File: src/rtl/core/dpcs_pkg.sv
// shared types, constants and helpers for the dual pwm crossfade sequencer
package dpcs_pkg;

  // field widths
  localparam int unsigned DUTY_W = 10;
  localparam int unsigned TICK_W = 14;
  localparam int unsigned MS_W   = 16;

  // pwm timing, in timer ticks
  localparam logic [TICK_W-1:0] PERIOD_TICKS = 14'd10000;
  localparam logic [TICK_W-1:0] MIN_TICKS    = 14'd50;
  localparam logic [TICK_W-1:0] ON_CAP_TICKS = 14'd9950;
  localparam logic [TICK_W-1:0] RESET_TICKS  = 14'd200;

  // duty scale and fade turning points
  localparam logic [DUTY_W-1:0] DUTY_FULL = 10'd1000;
  localparam logic [DUTY_W-1:0] FADE_LOW  = 10'd1;
  localparam logic [DUTY_W-1:0] FADE_HIGH = 10'd999;

  typedef enum logic [1:0] {
    FADE_A_DOWN = 2'd0,
    FADE_B_UP   = 2'd1,
    FADE_B_DOWN = 2'd2,
    FADE_A_UP   = 2'd3
  } fade_stage_e;

  typedef enum logic [1:0] {
    PWM_A_ON  = 2'd0,
    PWM_A_OFF = 2'd1,
    PWM_B_ON  = 2'd2,
    PWM_B_OFF = 2'd3
  } pwm_phase_e;

  typedef enum logic [1:0] {
    REG_START_DUTY_A = 2'd0,
    REG_START_DUTY_B = 2'd1,
    REG_FADE_PERIOD  = 2'd2
  } cfg_reg_e;

  // register write strobes and values handed to the fade sequencer
  typedef struct packed {
    logic              wr_a;
    logic              wr_b;
    logic              wr_period;
    logic [DUTY_W-1:0] duty_a;
    logic [DUTY_W-1:0] duty_b;
    logic [MS_W-1:0]   period;
  } cfg_wr_t;

  // duty levels and fade stage
  typedef struct packed {
    logic [DUTY_W-1:0] duty_a;
    logic [DUTY_W-1:0] duty_b;
    fade_stage_e       stage;
  } fade_state_t;

  // limit a register value to full duty
  function automatic logic [DUTY_W-1:0] clamp_duty(input logic [DUTY_W-1:0] d);
    return (d > DUTY_FULL) ? DUTY_FULL : d;
  endfunction

endpackage

File: src/rtl/core/dual_pwm_crossfade_sequencer_top.sv
// top level: apb registers, pwm phase countdown and result handshake
//
// Two-channel pwm with a crossfade sequencer. Every input beat is one timer
// tick carrying ms_strobe_i; every tick gives exactly one result beat with
// both pin levels, both current duty levels and the fade stage after the tick.
// The tick countdown, pwm phase, pin levels and duty levels are the result
// register itself: a beat accepted at one edge shows on out_valid_o from the
// next cycle on, and throughput is 1 beat per cycle while out_stall_i holds no result.
// The whole tick update (fade step, then countdown reload from the fresh
// duty) is one level of logic between the state registers.
// in_stall_o is high only while a result waits and out_stall_i holds it;
// a result taken in the same cycle frees room for the next beat.
// Reset clears all state: countdown 200, phase A on, pins low, duties 0,
// fade stage 0 and all registers 0; no result is pending after reset.
// Registers sit at byte addresses 0 (start_duty_a), 4 (start_duty_b) and 8 (fade_period_ms)
// and are to be written only while no beat is in flight; the block does not enforce this.
module dual_pwm_crossfade_sequencer_top (
  input  logic        clk_i,
  input  logic        rst_ni,
  // apb register port
  input  logic        psel,
  input  logic        penable,
  input  logic        pwrite,
  input  logic [3:0]  paddr,
  input  logic [31:0] pwdata,
  output logic [31:0] prdata,
  output logic        pready,
  // tick input
  input  logic        in_valid_i,
  output logic        in_stall_o,
  input  logic        ms_strobe_i,
  // result output
  output logic        out_valid_o,
  input  logic        out_stall_i,
  output logic        pin_a_o,
  output logic        pin_b_o,
  output logic [9:0]  level_a_o,
  output logic [9:0]  level_b_o,
  output logic [1:0]  fade_phase_o
);

  logic [dpcs_pkg::DUTY_W-1:0] start_a_q, start_b_q;
  logic [dpcs_pkg::MS_W-1:0]   period_q;
  logic                        apb_wr;
  dpcs_pkg::cfg_reg_e          reg_idx;
  dpcs_pkg::cfg_wr_t           cfg_wr;
  dpcs_pkg::fade_state_t       fade_q, fade_d;

  logic [dpcs_pkg::TICK_W-1:0] count_q, count_d;
  dpcs_pkg::pwm_phase_e        phase_q, phase_d;
  logic                        out_a_q, out_a_d, out_b_q, out_b_d;
  logic [dpcs_pkg::TICK_W-1:0] raw_on, on_t, off_t;
  logic [dpcs_pkg::DUTY_W-1:0] reload_duty;
  logic                        out_valid_q, accept;

  // register port
  assign pready  = 1'b1;
  assign apb_wr  = psel && penable && pwrite;
  assign reg_idx = dpcs_pkg::cfg_reg_e'(paddr[3:2]);

  always_comb begin
    cfg_wr = '{wr_a: 1'b0, wr_b: 1'b0, wr_period: 1'b0,
               duty_a: dpcs_pkg::clamp_duty(pwdata[dpcs_pkg::DUTY_W-1:0]),
               duty_b: dpcs_pkg::clamp_duty(pwdata[dpcs_pkg::DUTY_W-1:0]),
               period: period_q};
    prdata = '0;
    unique case (reg_idx)
      dpcs_pkg::REG_START_DUTY_A: begin
        cfg_wr.wr_a = apb_wr;
        prdata      = {22'd0, start_a_q};
      end
      dpcs_pkg::REG_START_DUTY_B: begin
        cfg_wr.wr_b = apb_wr;
        prdata      = {22'd0, start_b_q};
      end
      dpcs_pkg::REG_FADE_PERIOD: begin
        cfg_wr.wr_period = apb_wr;
        prdata           = {16'd0, period_q};
      end
      default: prdata = '0;
    endcase
  end

  always_ff @(posedge clk_i or negedge rst_ni) begin
    if (!rst_ni) begin
      start_a_q <= '0;
      start_b_q <= '0;
      period_q  <= '0;
    end else begin
      if (cfg_wr.wr_a)      start_a_q <= pwdata[dpcs_pkg::DUTY_W-1:0];
      if (cfg_wr.wr_b)      start_b_q <= pwdata[dpcs_pkg::DUTY_W-1:0];
      if (cfg_wr.wr_period) period_q  <= pwdata[dpcs_pkg::MS_W-1:0];
    end
  end

  // handshake: the state registers double as the result register
  assign in_stall_o = out_valid_q && out_stall_i;
  assign accept     = in_valid_i && !in_stall_o;

  always_ff @(posedge clk_i or negedge rst_ni) begin
    if (!rst_ni) begin
      out_valid_q <= 1'b0;
    end else begin
      out_valid_q <= accept || (out_valid_q && out_stall_i);
    end
  end

  // fade sequencer
  dpcs_fade_seq u_fade (
    .clk_i       (clk_i),
    .rst_ni      (rst_ni),
    .step_i      (accept),
    .ms_strobe_i (ms_strobe_i),
    .cfg_i       (cfg_wr),
    .state_o     (fade_q),
    .next_o      (fade_d)
  );

  // on and off times from the freshly faded duty of the channel entered next
  always_comb begin
    phase_d     = dpcs_pkg::pwm_phase_e'(phase_q + 1'b1);
    reload_duty = phase_d[1] ? fade_d.duty_b : fade_d.duty_a;
    raw_on      = ({4'd0, reload_duty} << 3) + ({4'd0, reload_duty} << 1);
    on_t        = (raw_on > dpcs_pkg::ON_CAP_TICKS) ? dpcs_pkg::ON_CAP_TICKS : raw_on;
    off_t       = (raw_on > dpcs_pkg::ON_CAP_TICKS) ? dpcs_pkg::MIN_TICKS
                                                    : dpcs_pkg::PERIOD_TICKS - raw_on;
  end

  // countdown and phase advance
  always_comb begin
    count_d = count_q - 1'b1;
    out_a_d = out_a_q;
    out_b_d = out_b_q;
    if (count_q <= 14'd1) begin
      unique case (phase_d)
        dpcs_pkg::PWM_A_ON: begin
          out_a_d = (on_t != '0);
          count_d = (on_t != '0) ? on_t : dpcs_pkg::MIN_TICKS;
        end
        dpcs_pkg::PWM_A_OFF: begin
          out_a_d = 1'b0;
          count_d = off_t;
        end
        dpcs_pkg::PWM_B_ON: begin
          out_b_d = (on_t != '0);
          count_d = (on_t != '0) ? on_t : dpcs_pkg::MIN_TICKS;
        end
        dpcs_pkg::PWM_B_OFF: begin
          out_b_d = 1'b0;
          count_d = off_t;
        end
      endcase
    end
  end

  always_ff @(posedge clk_i or negedge rst_ni) begin
    if (!rst_ni) begin
      count_q <= dpcs_pkg::RESET_TICKS;
      phase_q <= dpcs_pkg::PWM_A_ON;
      out_a_q <= 1'b0;
      out_b_q <= 1'b0;
    end else if (accept) begin
      count_q <= count_d;
      out_a_q <= out_a_d;
      out_b_q <= out_b_d;
      if (count_q <= 14'd1) phase_q <= phase_d;
    end
  end

  // result fields
  assign out_valid_o  = out_valid_q;
  assign pin_a_o      = out_a_q;
  assign pin_b_o      = out_b_q;
  assign level_a_o    = fade_q.duty_a;
  assign level_b_o    = fade_q.duty_b;
  assign fade_phase_o = fade_q.stage;

endmodule

File: src/rtl/core/dpcs_fade_seq.sv
// millisecond counter and four-stage crossfade sequencer for both duty levels
module dpcs_fade_seq (
  input  logic                 clk_i,
  input  logic                 rst_ni,
  input  logic                 step_i,
  input  logic                 ms_strobe_i,
  input  dpcs_pkg::cfg_wr_t    cfg_i,
  output dpcs_pkg::fade_state_t state_o,
  output dpcs_pkg::fade_state_t next_o
);

  logic [dpcs_pkg::MS_W-1:0]   ms_cnt_q, ms_cnt_d, ms_inc;
  logic [dpcs_pkg::DUTY_W-1:0] duty_a_q, duty_a_d;
  logic [dpcs_pkg::DUTY_W-1:0] duty_b_q, duty_b_d;
  dpcs_pkg::fade_stage_e       stage_q, stage_d;
  logic                        fade_now;

  // ms counting and one fade step per period, none while the period is zero
  always_comb begin
    ms_inc   = ms_cnt_q + 1'b1;
    ms_cnt_d = ms_cnt_q;
    duty_a_d = duty_a_q;
    duty_b_d = duty_b_q;
    stage_d  = stage_q;
    fade_now = 1'b0;
    if (ms_strobe_i && (cfg_i.period != '0)) begin
      if (ms_inc >= cfg_i.period) begin
        ms_cnt_d = '0;
        fade_now = 1'b1;
      end else begin
        ms_cnt_d = ms_inc;
      end
    end
    if (fade_now) begin
      unique case (stage_q)
        dpcs_pkg::FADE_A_DOWN: begin
          if (duty_a_q != '0) duty_a_d = duty_a_q - 1'b1;
          if (duty_a_d <= dpcs_pkg::FADE_LOW) stage_d = dpcs_pkg::FADE_B_UP;
        end
        dpcs_pkg::FADE_B_UP: begin
          if (duty_b_q < dpcs_pkg::DUTY_FULL) duty_b_d = duty_b_q + 1'b1;
          if (duty_b_d >= dpcs_pkg::FADE_HIGH) stage_d = dpcs_pkg::FADE_B_DOWN;
        end
        dpcs_pkg::FADE_B_DOWN: begin
          if (duty_b_q != '0) duty_b_d = duty_b_q - 1'b1;
          if (duty_b_d <= dpcs_pkg::FADE_LOW) stage_d = dpcs_pkg::FADE_A_UP;
        end
        dpcs_pkg::FADE_A_UP: begin
          if (duty_a_q < dpcs_pkg::DUTY_FULL) duty_a_d = duty_a_q + 1'b1;
          if (duty_a_d >= dpcs_pkg::FADE_HIGH) stage_d = dpcs_pkg::FADE_A_DOWN;
        end
      endcase
    end
  end

  // state registers, register writes take priority
  always_ff @(posedge clk_i or negedge rst_ni) begin
    if (!rst_ni) begin
      ms_cnt_q <= '0;
      duty_a_q <= '0;
      duty_b_q <= '0;
      stage_q  <= dpcs_pkg::FADE_A_DOWN;
    end else if (cfg_i.wr_a) begin
      duty_a_q <= cfg_i.duty_a;
      stage_q  <= dpcs_pkg::FADE_A_DOWN;
    end else if (cfg_i.wr_b) begin
      duty_b_q <= cfg_i.duty_b;
      stage_q  <= dpcs_pkg::FADE_A_DOWN;
    end else if (cfg_i.wr_period) begin
      ms_cnt_q <= '0;
    end else if (step_i) begin
      ms_cnt_q <= ms_cnt_d;
      duty_a_q <= duty_a_d;
      duty_b_q <= duty_b_d;
      stage_q  <= stage_d;
    end
  end

  assign state_o = '{duty_a: duty_a_q, duty_b: duty_b_q, stage: stage_q};
  assign next_o  = '{duty_a: duty_a_d, duty_b: duty_b_d, stage: stage_d};

endmodule

File: config.mk
export PLATFORM = sky130hd
export DESIGN_NAME = dual_pwm_crossfade_sequencer_top
export DESIGN_NICKNAME = d
export VERILOG_FILES = /design/src/rtl/core/dpcs_pkg.sv /design/src/rtl/core/dual_pwm_crossfade_sequencer_top.sv /design/src/rtl/core/dpcs_fade_seq.sv
export SDC_FILE = /design/constraint.sdc
export NUM_CORES = 1
export LEC_CHECK = 0
export BUFFER_PORTS_ARGS = -buffer_cell sky130_fd_sc_hd__buf_4
export CAP_MARGIN = 20
export CORE_MARGIN = 5
export CORE_UTILIZATION = 34
export CTS_CLUSTER_DIAMETER = 200
export DETAILED_ROUTE_END_ITERATION = 7
export GPL_TIMING_DRIVEN = 0
export PLACE_DENSITY = 0.62
export SYNTH_ARGS = -nofsm -noshare
export SYNTH_HDL_FRONTEND = slang
export SYNTH_SLANG_ARGS = --single-unit
File: constraint.sdc
create_clock -name clk_i -period 6.5 [get_ports clk_i]
set_clock_uncertainty 0.2 [all_clocks]
set_input_delay 0.65 -clock clk_i [delete_from_list [all_inputs] [get_ports clk_i]]
set_output_delay 0.65 -clock clk_i [all_outputs]
set_load 0.03 [all_outputs]
# [Word level (Yosys, flattened, before mapping)]
# Cells that the tools add are included.
[word_totals] regBits=93 latch_bits=0 ramBits=0 mem_bits_ro=0 in_bits=44 out_inout_bits=59 wordCells=132 memories=0
[op_classes] add_sub_neg=9 multipliers=0 n_div=0 magnitude_cmp=10 n_eq_ne=16 shifts=0 muxes=52 bitwise_logic=2 reduce_logical=31
[ops] operator="$mux W10" n=23
[ops] operator="$mux W16" n=4
[ops] operator="$mux W14" n=4
[ops] operator="$pmux W16 S3" n=1
[ops] operator="$pmux W10 S2" n=2
[ops] operator="$pmux W14 S2" n=1
[ops] operator="$add A10 B1 Y10 const B" n=2
[ops] operator="$ge A10 B10 Y1 const B" n=2
[ops] operator="$le A10 B1 Y1 const B" n=2
[ops] operator="$lt A10 B10 Y1 const B" n=2
[ops] operator="$reduce_bool A10 Y1" n=2
[ops] operator="$sub A10 B1 Y10 const B" n=2
[ops] operator="$mux W2" n=9
[ops] operator="$add A16 B1 Y16 const B" n=1
[ops] operator="$ge A16 B16 Y1" n=1
[ops] operator="$ne A4 B3 Y1 const B" n=4
[ops] operator="$reduce_bool A16 Y1" n=1
[ops] operator="$add A13 B11 Y14" n=1
[ops] operator="$gt A14 B14 Y1 const B" n=1
[ops] operator="$le A14 B1 Y1 const B" n=1
[ops] operator="$reduce_bool A14 Y1" n=1
[ops] operator="$sub A14 B1 Y14 const B" n=1
[ops] operator="$sub A14 B14 Y14 const A" n=1
[ops] operator="$reduce_and A3 Y1" n=4
[ops] operator="20 further kinds" n=47

# [Logic depth before layout (Yosys ltp)]
# Gate-level depths: netlist of run 1.
[depth] word_depth=15 mapped_depth=35 ltp_nobuf=32

# [Hierarchy]
# From an unflattened synthesis of run 1, not the netlist that was laid out.
[unflattened] cells_unflattened=1048 area_unflattened_um2=8450.6
[by_module_without_submodules] module="dpcs_fade_seq" n_inst=1 cells_each=584 area_each_um2=4370.4
[by_module_without_submodules] module="dual_pwm_crossfade_sequencer_top" n_inst=1 cells_each=464 area_each_um2=4080.2

# [Least setup slack after synthesis of run 1]
# Ideal clock, no wire load.
[synth_path] path_kind="register to register" startpoint="register u_fade.ms_cnt_q[2] in the netlist's numbering" endpoint="register count_q[4] in the netlist's numbering" arrival_time_ps=6490 slack_ps=-322 path_stages_with_launch=33 path_buffers=4 synth_period_minus_slack_ps=6822 path_cell_list="dfrtp_1 > and3_1 > and3_1 > clkbuf_1 > nand2_1 > nor4_1 > xor2_1 > ha_1 > nand4_2 > or3_4 > o31ai_4 > o31a_1 > buf_2 > clkbuf_1 > nand2_1 > a221oi_1 > a21oi_1 > ha_1 > inv_1 > fa_1 > nor2b_1 > o21ai_0 > nand2b_1 > a21oi_1 > nand3_1 > a31o_2 > a21oi_1 > xnor2_2 > a32oi_4 > nand2b_4 > buf_6 > o21ai_1 > or3b_1"
[synth_between] elab_chain_len=13 elab_cells_between_ends=16 cone_classes="3 x add/sub; 2 x order compare; 10 x mux; 1 x reduce/logical"
[synth_lines] item="from (decl)" line="dpcs_fade_seq.sv:12" source="logic [dpcs_pkg::MS_W-1:0] ms_cnt_q, ms_cnt_d, ms_inc;"
[synth_lines] item="from (signal assigned)" line="dpcs_fade_seq.sv:72" source="ms_cnt_q <= ms_cnt_d;"
[synth_lines] item="$add A16 B1 Y16 (*)" line="dpcs_fade_seq.sv:20" source="ms_inc = ms_cnt_q + 1'b1;"
[synth_lines] item="$ge A16 B16 Y1 (*)" line="dpcs_fade_seq.sv:27" source="if (ms_inc >= cfg_i.period) begin"
[synth_lines] item="$mux W1 (*)" line="dpcs_fade_seq.sv:27"
[synth_lines] item="$mux W1 (*)" line="dpcs_fade_seq.sv:26" source="if (ms_strobe_i && (cfg_i.period != '0)) begin"
[synth_lines] item="$mux W10" line="dpcs_fade_seq.sv:34" source="if (fade_now) begin"
[synth_lines] item="$mux W10 (*)" line="dual_pwm_crossfade_sequencer_top.sv:122" source="reload_duty = phase_d[1] ? fade_d.duty_b : fade_d.duty_a;"
[synth_lines] item="$add A13 B11 Y14 (*)" line="dual_pwm_crossfade_sequencer_top.sv:123" source="raw_on = ({4'd0, reload_duty} << 3) + ({4'd0, reload_duty} << 1);"
[synth_lines] item="$gt A14 B14 Y1" line="dual_pwm_crossfade_sequencer_top.sv:124, dual_pwm_crossfade_sequencer_top.sv:125"
[synth_lines] item="$mux W14" line="dual_pwm_crossfade_sequencer_top.sv:124" source="on_t = (raw_on > dpcs_pkg::ON_CAP_TICKS) ? dpcs_pkg::ON_CAP_TICKS : raw_on;"
[synth_lines] item="$reduce_bool A14 Y1" line="dual_pwm_crossfade_sequencer_top.sv:138, dual_pwm_crossfade_sequencer_top.sv:146"
[synth_lines] item="$mux W14" line="dual_pwm_crossfade_sequencer_top.sv:138, dual_pwm_crossfade_sequencer_top.sv:146"
[synth_lines] item="$pmux W14 S2 (*)" line="dual_pwm_crossfade_sequencer_top.sv:135" source="unique case (phase_d)"
[synth_lines] item="$mux W14 (*)" line="dual_pwm_crossfade_sequencer_top.sv:134" source="if (count_q <= 14'd1) begin"
[synth_lines] item="to (signal assigned)" line="dual_pwm_crossfade_sequencer_top.sv:158" source="count_q <= dpcs_pkg::RESET_TICKS;"
[synth_lines] item="to (signal assigned)" line="dual_pwm_crossfade_sequencer_top.sv:163" source="count_q <= count_d;"
[synth_lines] item="to (decl)" line="dual_pwm_crossfade_sequencer_top.sv:49" source="logic [dpcs_pkg::TICK_W-1:0] count_q, count_d;"
# Every way passes the cells marked *; elsewhere a longest branch is shown, timed or not.
# A chain may end at the register's enable or synchronous reset.

# [Final worst setup path of run 1]
[layout_path] startpoint="register u_fade.ms_cnt_q[2] in the netlist's numbering" endpoint="register count_q[5] in the netlist's numbering"
# Same word-level chain as after synthesis.

==> summary.txt, run 1 <==
Status - finished, violations left
Violated checks - negative setup slack
Yosys top cell by area - dfrtp_1
Post-synth top flop - dfrtp_1
Drt wl/cell - 18.8 um
Max Fanout on Critical Path - 6
Post-synthesis cell count - 1065
Grt ovf - 0
Share of cells above drive strength 1 - 25.2%
DR vias/cell - 5.68
Initial antenna violation count - 0
ANT cells - 0
Avg Cell Area, Syn - 7.84 um2
RSZ-0062 raised after global routing - yes
Post-Synth XOR/XNOR Area - 3.75%
RR Startpoint - u_fade.ms_cnt_q[2]$_DFFE_PN0P_
Largest family of logic cells by synthesized area - compound AO/OA/AOI/OAI gates
Num CTS Buffers - 9
Synthesized area - 8350 um2
Critical path endpoint category - register
Longest Clk Path Bufs - 2
Final non-filler cell total - 1553
Worst slew pin tran - 1130 ps
Register area share after synthesis - 27.9%
DRT Wirelength - 29200 um
Num rows - 57
Clock Tree Root - clkbuf_16
Synthesis-to-finish area growth - 29.7%
VDD IR-drop max - 0.000272 V
CP startpoint kind - register
CP top delay family - compound AO/OA/AOI/OAI gates
ANT nets after route - 0
Critical Path Max Stage Delay - 430 ps
CTS H-tree lvls - 3
Vias in the first global route - 8312
Largest net degree at the start of global routing - 64
First-pass GRT wire length - 45400 um
Post-Synth Simple-Gate Area - 24.9%
Worst skew pair latency - 370 ps
DRT Pass-1 Iters - 6
CP required - 6580 ps
Post-CTS Hold Fix Bufs - 0
PnR worst setup slack - -325 ps
Vias - 8826
Fin. Hold Viols - 0
WHS - 51.7 ps
Worst reg2reg setup slack - -330 ps
Clock Sinks - 93
Multiplexer share of the synthesized area - 4.78%
Proportion of netlist area held by the largest area contributor - 27.0%
Clock period minus worst slack - 6830 ps
Post-synthesis compound-gate area fraction - 25.9%
Final nets - 1308
Total GRT Usage - 20.0%
Pre-CTS setup slack - -1210 ps
Dpl cells - 1470
Top post-synthesis cells by area - dfrtp_1 27%, nand2_1 6.1%, ha_1 5.8%, o21ai_0 5.3%, a21oi_1 4.0%
Initial DRC Count - 628
Residual DRC - 0
Crit-path slowest cell - a2111o_1
Die Wd - 167 um
Switch share - 51.3%
Internal - 2.49 mW
CTS tree - yes
Max Cap Viol - 0
Warnings from Yosys - 0
Post-synth cell types - 93
Register share of total power - 17.4%
F_max - 0.147 GHz
Die footprint - 27800 um2
Power Dens Cells - 471 nW/um2
Worst rel slew slack - 24.1%
CP arrival - 6910 ps
Global placer's final weighted congestion - 0.952
Switching power - 2.62 mW
Adder-cell area share of the yosys netlist - 6.08%
Final period utilization - 105%
EDFF count, synth - 0
IO Pins - 103
DIE HEIGHT - 167 um
Post-synth top cells - 135 x nand2_1, 90 x dfrtp_1, 88 x o21ai_0
I/O Buffers - 65
Initial core utilization - 34.4%
CP bufs+invs - 4
Top cell by count, worst path - buf_6
Hold Path Class - input pin to async pin
Count leader, synth - nand2_1
Critical path type - register to register
Final Core Density - 44.7%
Max Slew Vio Count - 0
Clock slew at reported path FFs - 90 ps
Clock power frac - 11.0%
Final setup fails - 15
Power Total - 5.10 mW
Leak pwr - 4.55 nW
Synth Register Bits - 93
Crit path launch - u_fade.ms_cnt_q[2]$_DFFE_PN0P_
Share of synthesized registers carrying an async set or reset - 100%
Combinational power share - 71.6%
DP HPWL - 20800 um
Core Region - 24200 um2
final timing paths:
check | end | cells past startpoint
worst max-delay path | count_q[5]$_DFFE_PN0P_ | 30
worst min-delay path | count_q[0]$_DFFE_PN0P_ | 1
worst max register to register | count_q[5]$_DFFE_PN0P_ | 30
worst min register to register | start_a_q[2]$_DFFE_PN0P_ | 2
max in group asynchronous | u_fade.ms_cnt_q[0]$_DFFE_PN0P_ | 2
min in group clk_i | start_a_q[2]$_DFFE_PN0P_ | 2
worst reg2reg max path: cells and delay by family, from the launching register on:
family,cells,cell delay [ps]
simple gates,6,980
flops,1,370
mux,1,320
xor+xnor,1,190
compound gates,16,3570
buf+inv,4,570
fa+ha+maj,2,530
metrics by stage:
| stage | TNS, ps | instance area, um2 |
|---|---|---|
| final | -3100 | 10800 |
| after global routing | -6970 | 10800 |
| after detailed placement | -15990 | 9460 |
| after global placement | -14250 | 9440 |
| after CTS | -1780 | 10500 |
| after floorplan | 0 | 8540 |
layer usage:
| metal | part of all wire [%] | GRT usage [%] | up-vias |
|---|---|---|---|
| met2 | 48 | 33.6 | 365 |
| met4 | 2.9 | 6.01 | 0 |
| li1 | - | - | 4186 |
| met5 | 0 | 0 | - |
| met1 | 43 | 26.8 | 4207 |
| met3 | 6.2 | 2.89 | 68 |
placed cells by master, fill, tap and decap left out, types with 10 or more instances in the layout:
cell type and instances:
a21oi_1 49, a21oi_2 12, a22o_1 16, and2_1 13, and3_1 11, buf_4 141
buf_6 11, clkbuf_1 47, clkbuf_16 10, conb_1 17, dfrtp_1 87, ha_1 33
inv_1 47, mux2_2 14, mux2i_1 22, nand2_1 132, nand3_1 38, nand4_1 18
nor2_1 77, nor2b_1 11, nor3_1 36, o21ai_0 83, o21ai_1 10, xnor2_1 17
xor2_1 12
power groups by stage:
| stage | logic, mW | registers (mW) | clock network, mW |
|---|---|---|---|
| 5_1_grt | 3.91 | 0.907 | 0.594 |
| 4_1_cts | 3.35 | 0.883 | 0.568 |
| 2_1_floorplan | 2.00 | 0.929 | 0 |
| 3_3_place_gp | 2.73 | 0.893 | 0 |
| 3_5_place_dp | 2.75 | 0.897 | 0 |
| 6_report | 3.65 | 0.889 | 0.561 |
sequential cells by signal (all words and copies together), names as in the netlist:
register / count
period_q: 16
u_fade.ms_cnt_q: 16
count_q: 14
start_a_q: 10
start_b_q: 10
u_fade.duty_a_q: 10
u_fade.duty_b_q: 10
phase_q: 2
u_fade.stage_q: 2
out_valid_o: 1
pin_a_o: 1
pin_b_o: 1
final cells by class:
| type | instances | area, um2 |
|---|---|---|
| repair buffers | 134 | 1060 |
| multi-input cells | 862 | 6160 |
| flip-flops and latches | 93 | 2330 |
| clock inverters | 7 | 77.6 |
| plain buffers | 73 | 378 |
| inverters | 51 | 191 |
| well taps | 324 | 405 |
| fillers | 2398 | 13400 |
| clock buffers | 9 | 225 |
repair_timing:
item | 4_1_cts | 5_1_grt
setup endpoints to repair | 15 | 15
pin swaps | 47 | 38
endpoints found under the hold margin | 0 | 0
buffers inserted | 55 | 13
gates resized for setup | 72 | 38
cloned | 1 | 0
cell families after synthesis:
family | Yosys count
muxes | 38
AOI/OAI and AO/OA | 312
other | 2
adders and majority gates | 40
and+or+nand+nor | 420
buffers and inverters | 126
xor gates and xnor gates | 34
DFF | 93
Note: power is estimated with default switching activity, not from simulation.
==> run 2: changes to the inputs <==
--- a/config.mk
+++ b/config.mk
@@ -12,7 +12,8 @@
 export CTS_CLUSTER_DIAMETER = 200
 export DETAILED_ROUTE_END_ITERATION = 7
 export GPL_TIMING_DRIVEN = 0
-export PLACE_DENSITY = 0.62
+export PLACE_DENSITY = 0.6
+export SKIP_LAST_GASP = 1
 export SYNTH_ARGS = -nofsm -noshare
 export SYNTH_HDL_FRONTEND = slang
 export SYNTH_SLANG_ARGS = --single-unit
==> run 2 against run 1 <==
Against the previous run:
- the flow still finishes with violations (negative setup slack)
- wire length about the same
- combinational power rose by 1%
- register-to-register slack worse by 20 ps
- hold slack got worse by 9.2 ps
- sequential power barely moved
- via count barely moved
- critical path type unchanged
==> summary.txt, run 2 (synthesized netlist as in run 1, its figures left out) <==
Fin. Hold Viols - 0 (unchanged)
IO Pins - 103 (unchanged)
Clock Tree Root - clkbuf_16
Status - finished, violations left
Residual DRC - 0 (unchanged)
PnR worst setup slack - -346 ps (-20.8 ps)
First-pass GRT wire length - 44800 um (-1.4%)
Multi-input logic area - 6300 um2 (+2.3%)
F_max - 0.146 GHz (-0.30%)
Post-CTS Hold Fix Bufs - 0 (unchanged)
Die footprint - 27800 um2 (unchanged)
Power Dens Cells - 466 nW/um2 (-1.2%)
Max Fanout on Critical Path - 5 (-1)
Max Cap Viol - 0 (unchanged)
Grt ovf - 0 (unchanged)
DRT Wirelength - 29200 um (about the same)
Hold Path Class - input pin to async pin
CP top delay family - compound AO/OA/AOI/OAI gates
RR Endpoint - count_q[5]$_DFFE_PN0P_
Worst rel slew slack - 32.7% (+8.6 points)
DRT Pass-1 Iters - 5 (-1)
Final setup fails - 15 (unchanged)
Regs by FF count - period_q: 16 flops, u_fade.ms_cnt_q: 16 flops, count_q: 14 flops
Clock Sinks - 93 (unchanged)
CP required - 6590 ps (about the same)
Largest net degree at the start of global routing - 62 (-3.1%)
Vias - 8821 (-0.057%)
GR Layer Usage met3 - 2.77% (-0.12 points)
VDD IR-drop max - 0.000329 V (+21%)
Leak pwr - 4.67 nW (+2.6%)
ANT nets after route - 0 (unchanged)
Met2 usage - 32.4% (-1.2 points)
Final instance area - 11100 um2 (+2.3%)
Max Slew Vio Count - 0 (unchanged)
RSZ-0062 raised after global routing - yes
Share of cells above drive strength 1 - 27.1% (+1.8 points)
Final period utilization - 105% (+0.32 points)
Critical Path Max Stage Delay - 430 ps (about the same)
Global placer's final weighted congestion - 0.944 (-0.79%)
Fill count - 2376 (-0.92%)
Initial antenna violation count - 0 (unchanged)
Layer with the highest usage - met2
Met1 usage - 26.5% (-0.30 points)
Violated checks - negative setup slack
CP bufs+invs - 4 (unchanged)
CP arrival - 6930 ps (+20 ps)
Worst slew pin tran - 1010 ps (-123 ps)
Clock period minus worst slack - 6850 ps (+20.8 ps)
CTS H-tree lvls - 3 (unchanged)
Longest Clk Path Bufs - 2 (unchanged)
Total GRT Usage - 19.5% (-0.45 points)
Clock slew at reported path FFs - 80 ps (about the same)
ANT cells - 0 (unchanged)
I/O Buffers - 65 (unchanged)
Vias in the first global route - 8302 (-0.12%)
DP HPWL - 20900 um (+0.32%)
Synthesis-to-finish area growth - 32.6%
Final nets - 1321 (+0.99%)
Worst reg2reg setup slack - -350 ps (-20 ps)
Most common cell after layout, fill and taps aside - buf_4
Num CTS Buffers - 9 (unchanged)
Critical path endpoint category - register
CTS tree - yes
Die Wd - 167 um (unchanged)
Most frequent cells in the layout - 156 x buf_4, 132 x nand2_1, 86 x dfrtp_1
Core Region - 24200 um2 (unchanged)
Crit-path slowest cell - a2111o_1
DR vias/cell - 5.63 (-0.89%)
RR Startpoint - u_fade.ms_cnt_q[4]$_DFFE_PN0P_
Worst skew pair latency - 370 ps (about the same)
Initial DRC Count - 766 (+22%)
DIE HEIGHT - 167 um (unchanged)
Reg2reg path depth - 30 (unchanged)
Critical path type - register to register
Num rows - 57 (unchanged)
Storage cell area - 2340 um2 (about the same)
Initial core utilization - 34.4% (unchanged)
Post-placement cell area - 9460 um2 (unchanged)
WHS - 42.6 ps (-9.16 ps)
Drt wl/cell - 18.7 um (-0.90%)
CP startpoint kind - register
-- run 2: what timing repair did --
action | CTS | global route
setup endpoints to repair | 15 | 15
resized for setup | 54 | 74
pin swaps | 48 | 61
gates cloned | 1 | 0
setup buffers | 55 | 26
-- run 2: area by class of cell --
class	count	share of cell area [%]
flip-flops and latches	93	21.1
well taps	324	3.66
clock buffers	9	2.03
repair buffers	147	10.3
plain buffers	73	3.45
inverters	51	1.73
clock inverters	7	0.779
multi-input cells	862	56.9
-- run 2: where the power goes --
group | switching (mW) | total (mW) | internal, mW | leakage, nW
logic | 2.16 | 3.69 | 1.54 | 3.35
clock network | 0.294 | 0.573 | 0.279 | 0.152
registers | 0.162 | 0.892 | 0.730 | 1.17
total | 2.61 | 5.16 | 2.55 | 4.67
-- run 2: how the worst max path moves through the flow --
stage | startpoint | end | cells after the start
3_3_place_gp | u_fade.ms_cnt_q[2]$_DFFE_PN0P_ | count_q[11]$_DFFE_PN0P_ | 31
5_1_grt | u_fade.ms_cnt_q[6]$_DFFE_PN0P_ | count_q[12]$_DFFE_PN0P_ | 31
6_report | u_fade.ms_cnt_q[4]$_DFFE_PN0P_ | count_q[5]$_DFFE_PN0P_ | 30
4_1_cts | u_fade.ms_cnt_q[4]$_DFFE_PN0P_ | count_q[5]$_DFFE_PN0P_ | 30
3_5_place_dp | u_fade.ms_cnt_q[2]$_DFFE_PN0P_ | count_q[11]$_DFFE_PN0P_ | 31
2_1_floorplan | u_fade.ms_cnt_q[2]$_DFFE_PN0P_ | count_q[2]$_DFFE_PN0P_ | 31
-- run 2: routing by layer --
layer	wire length, um	vias up
li1	-	4215
met1	12500	4200
met2	14100	348
met3	1750	58
met4	806	0
met5	0	-
-- run 2: stage by stage --
step	instances	util, %	worst slack [ps]	total power [mW]	TNS, ps
finish	1566	45.7	-346	5.16	-3730
global route	1566	45.7	-561	5.49	-7230
CTS	1540	43.1	-249	4.65	-2750
detailed placement	1470	39.0	-1130	3.65	-14930
global placement	1469	38.9	-1130	3.63	-14770
floorplan	1080	-	2.21	2.93	0
==> run 3: changes to the inputs <==
--- a/config.mk
+++ b/config.mk
@@ -8,12 +8,13 @@
 export BUFFER_PORTS_ARGS = -buffer_cell sky130_fd_sc_hd__buf_4
 export CAP_MARGIN = 20
 export CORE_MARGIN = 5
-export CORE_UTILIZATION = 34
+export CORE_UTILIZATION = 25
 export CTS_CLUSTER_DIAMETER = 200
 export DETAILED_ROUTE_END_ITERATION = 7
 export GPL_TIMING_DRIVEN = 0
-export PLACE_DENSITY = 0.6
+export PLACE_DENSITY = 0.49
 export SKIP_LAST_GASP = 1
 export SYNTH_ARGS = -nofsm -noshare
 export SYNTH_HDL_FRONTEND = slang
+export SYNTH_HIERARCHICAL = 1
 export SYNTH_SLANG_ARGS = --single-unit
==> constraint.sdc (replaced) <==
create_clock -name clk_i -period 6.5 [get_ports clk_i]
set_clock_uncertainty 0.2 [all_clocks]
set_input_delay 0.65 -clock clk_i [delete_from_list [all_inputs] [get_ports clk_i]]
set_output_delay 0.65 -clock clk_i [all_outputs]
set_load 0.1 [all_outputs]
==> run 3 against run 2 <==
Against the previous run:
- the flow now finishes without violations
- maximum frequency up 8.5%
- first-iteration DRC count down 2.1%
- die area up 35%
- largest cell class unchanged
- synthesized area up 1.0%
- sequential power down 0.9%
- design area down 4.0%
- power down 22%
- setup slack better by 540 ps
- utilization down 14 points
- count of clock-buffer cells in the layout unchanged
==> summary.txt, run 3 <==
Switching power - 2.12 mW (-19%)
Drt wl/cell - 17.5 um (-5.9%)
CTS H-tree lvls - 3 (unchanged)
CP startpoint kind - register
I/O Buffers - 67 (+3.1%)
Synthesized area - 8440 um2 (+1.0%)
VDD IR-drop max - 0.000147 V (-55%)
Worst skew pair latency - 370 ps (about the same)
Dpl cells - 1577 (+7.3%)
First-pass GRT wire length - 45400 um (+1.5%)
DRT Pass-1 Iters - 6 (+1)
Internal - 1.89 mW (-26%)
Longest Clk Path Bufs - 2 (unchanged)
Reg2reg path depth - 27 (-10%)
Warnings from Yosys - 6 (+6)
Hold Path Class - input pin to async pin
Global placer's final weighted congestion - 0.932 (-1.3%)
Critical path endpoint category - register
Total GRT Usage - 14.6% (-4.9 points)
Clock slew at reported path FFs - 80 ps (about the same)
DRT Wirelength - 28600 um (-2.2%)
Layer with the highest usage - met2
Initial DRC Count - 750 (-2.1%)
Most frequent cells in the layout - 121 x nand2_1, 121 x buf_4, 87 x dfrtp_1
RR Endpoint - count_q[3]$_DFFE_PN1P_
F_max - 0.158 GHz (+8.5%)
Clock Sinks - 93 (unchanged)
Residual DRC - 0 (unchanged)
CP required - 6570 ps (-20 ps)
Initial core utilization - 25.2% (-9.2 points)
Met2 usage - 23.7% (-8.7 points)
Final non-filler cell total - 1629 (+4.0%)
Vias - 8581 (-2.7%)
Leak pwr - 4.45 nW (-4.8%)
Largest net degree at the start of global routing - 66 (+6.5%)
RSZ-0062 raised after global routing - yes
Critical path type - register to register
Worst slew pin tran - 1040 ps (+34.1 ps)
DIE HEIGHT - 194 um (+16%)
Max Cap Viol - 0 (unchanged)
Combinational power share - 64.1% (-7.5 points)
Post-CTS Hold Fix Bufs - 0 (unchanged)
Power Dens Cells - 377 nW/um2 (-19%)
Worst reg2reg setup slack - 190 ps (+540 ps)
Vias in the first global route - 8194 (-1.3%)
Post-synthesis cell count - 1045 (-1.9%)
DP HPWL - 21300 um (+1.8%)
RR Startpoint - u_fade/ms_cnt_q[1]$_DFFE_PN0P_
ANT cells - 0 (unchanged)
GR Layer Usage met3 - 1.82% (-0.95 points)
Fill count - 3523 (+48%)
CP arrival - 6380 ps (-550 ps)
Final setup fails - 0 (-15)
Worst rel slew slack - 30.6% (-2.1 points)
Final nets - 1259 (-4.7%)
Die Wd - 194 um (+16%)
Grt ovf - 0 (unchanged)
Fin. Hold Viols - 0 (unchanged)
Num rows - 67 (+18%)
Met1 usage - 20.4% (-6.1 points)
Max Slew Vio Count - 0 (unchanged)
IO Pins - 103 (unchanged)
WHS - 33.5 ps (-9.04 ps)
Status - finished, final reports clean
Die footprint - 37500 um2 (+35%)
ANT nets after route - 0 (unchanged)
Register share of total power - 22.1% (+4.8 points)
Clock period minus worst slack - 6310 ps (-536 ps)
DR vias/cell - 5.27 (-6.5%)
Clock Tree Root - clkbuf_16
Switch share - 52.8% (+2.1 points)
Avg Cell Area, Syn - 8.07 um2 (+3.0%)
Max Fanout on Critical Path - 7 (+2)
Initial antenna violation count - 0 (unchanged)
Final period utilization - 97.1% (-8.3 points)
Share of cells above drive strength 1 - 22.9% (-4.2 points)
Num CTS Buffers - 9 (unchanged)
Regs by FF count - period_q: 16 flops, u_fade/ms_cnt_q: 16 flops, count_q: 14 flops
Synthesis-to-finish area growth - 26.1%
CTS tree - yes
Core Region - 33400 um2 (+38%)
Clock power frac - 13.9% (+2.8 points)
## run 3: metal layers
layer | vias up | share of wire (%)
met3 | 40 | 5.2
met4 | 0 | 2.2
met5 | - | 0
met1 | 4147 | 46
li1 | 4078 | -
met2 | 316 | 47
## run 3: how the worst max path moves through the flow
stage / startpoint / slack [ps] / to
finish: u_fade/ms_cnt_q[1]$_DFFE_PN0P_ / 190 / count_q[3]$_DFFE_PN1P_
global route: u_fade/ms_cnt_q[1]$_DFFE_PN0P_ / -80 / count_q[3]$_DFFE_PN1P_
CTS: u_fade/ms_cnt_q[1]$_DFFE_PN0P_ / 8 / count_q[3]$_DFFE_PN1P_
detailed placement: u_fade/ms_cnt_q[0]$_DFFE_PN0P_ / -1600 / count_q[3]$_DFFE_PN1P_
global placement: u_fade/ms_cnt_q[0]$_DFFE_PN0P_ / -1540 / count_q[3]$_DFFE_PN1P_
floorplan: u_fade/ms_cnt_q[0]$_DFFE_PN0P_ / 40 / count_q[3]$_DFFE_PN1P_
## run 3: what timing repair did
action,CTS,global route
setup endpoints to repair,15,15
buffers inserted,12,26
pin swaps,8,24
gates resized for setup,40,52
## run 3: layout make-up
cell class                      instances  area, um2  share of cell area, %
Multi-Input combinational cell        837       6010                   56.5
Sequential cell                        93       2330                   21.9
Timing Repair Buffer                  107        833                   7.83
Tap cell                              448        561                   5.27
Buffer                                 79        409                   3.85
Clock buffer                            9        225                   2.12
Inverter                               49        184                   1.73
Clock inverter                          7       78.8                  0.741
## run 3: power by group through the flow
| stage | Clock (mW) | Sequential [mW] | Combinational (mW) |
|---|---|---|---|
| floorplan | 0 | 1.12 | 1.49 |
| global placement | 0 | 0.884 | 2.26 |
| detailed placement | 0 | 0.889 | 2.26 |
| CTS | 0.577 | 0.882 | 2.34 |
| global route | 0.599 | 0.910 | 2.78 |
| finish | 0.556 | 0.884 | 2.57 |
## run 3: per-stage QoR
| step | utilization, % | power (mW) | TNS, ps | worst slack, ps | instance area, um2 |
|---|---|---|---|---|---|
| after floorplan | - | 2.61 | 0 | 38.7 | 8490 |
| after global placement | 28.6 | 3.14 | -21030 | -1540 | 9560 |
| after detailed placement | 28.7 | 3.15 | -21400 | -1600 | 9590 |
| after CTS | 30.4 | 3.79 | 0 | 8.11 | 10200 |
| after global routing | 31.8 | 4.29 | -374 | -81.6 | 10600 |
| final | 31.8 | 4.01 | 0 | 190 | 10600 |
## run 3: critical path, cell delays in order (launching register included)
cell,delay (ps)
dfrtp_2,450
ha_4,190
nand3_4,100
nor2_4,100
and3_4,230
nand3_1,120
xnor2_2,180
ha_4,300
nand3_2,110
a311oi_4,390
nor2_4,80
a2111oi_4,310
buf_4,190
buf_4,110
clkbuf_8,150
nand3_1,110
o21a_1,190
buf_2,190
mux2_2,270
ha_2,400
o21ai_2,90
a21oi_4,190
o311ai_4,120
a211o_1,350
a2111oi_4,430
nor3_2,70
a211o_1,300
a221oi_2,250
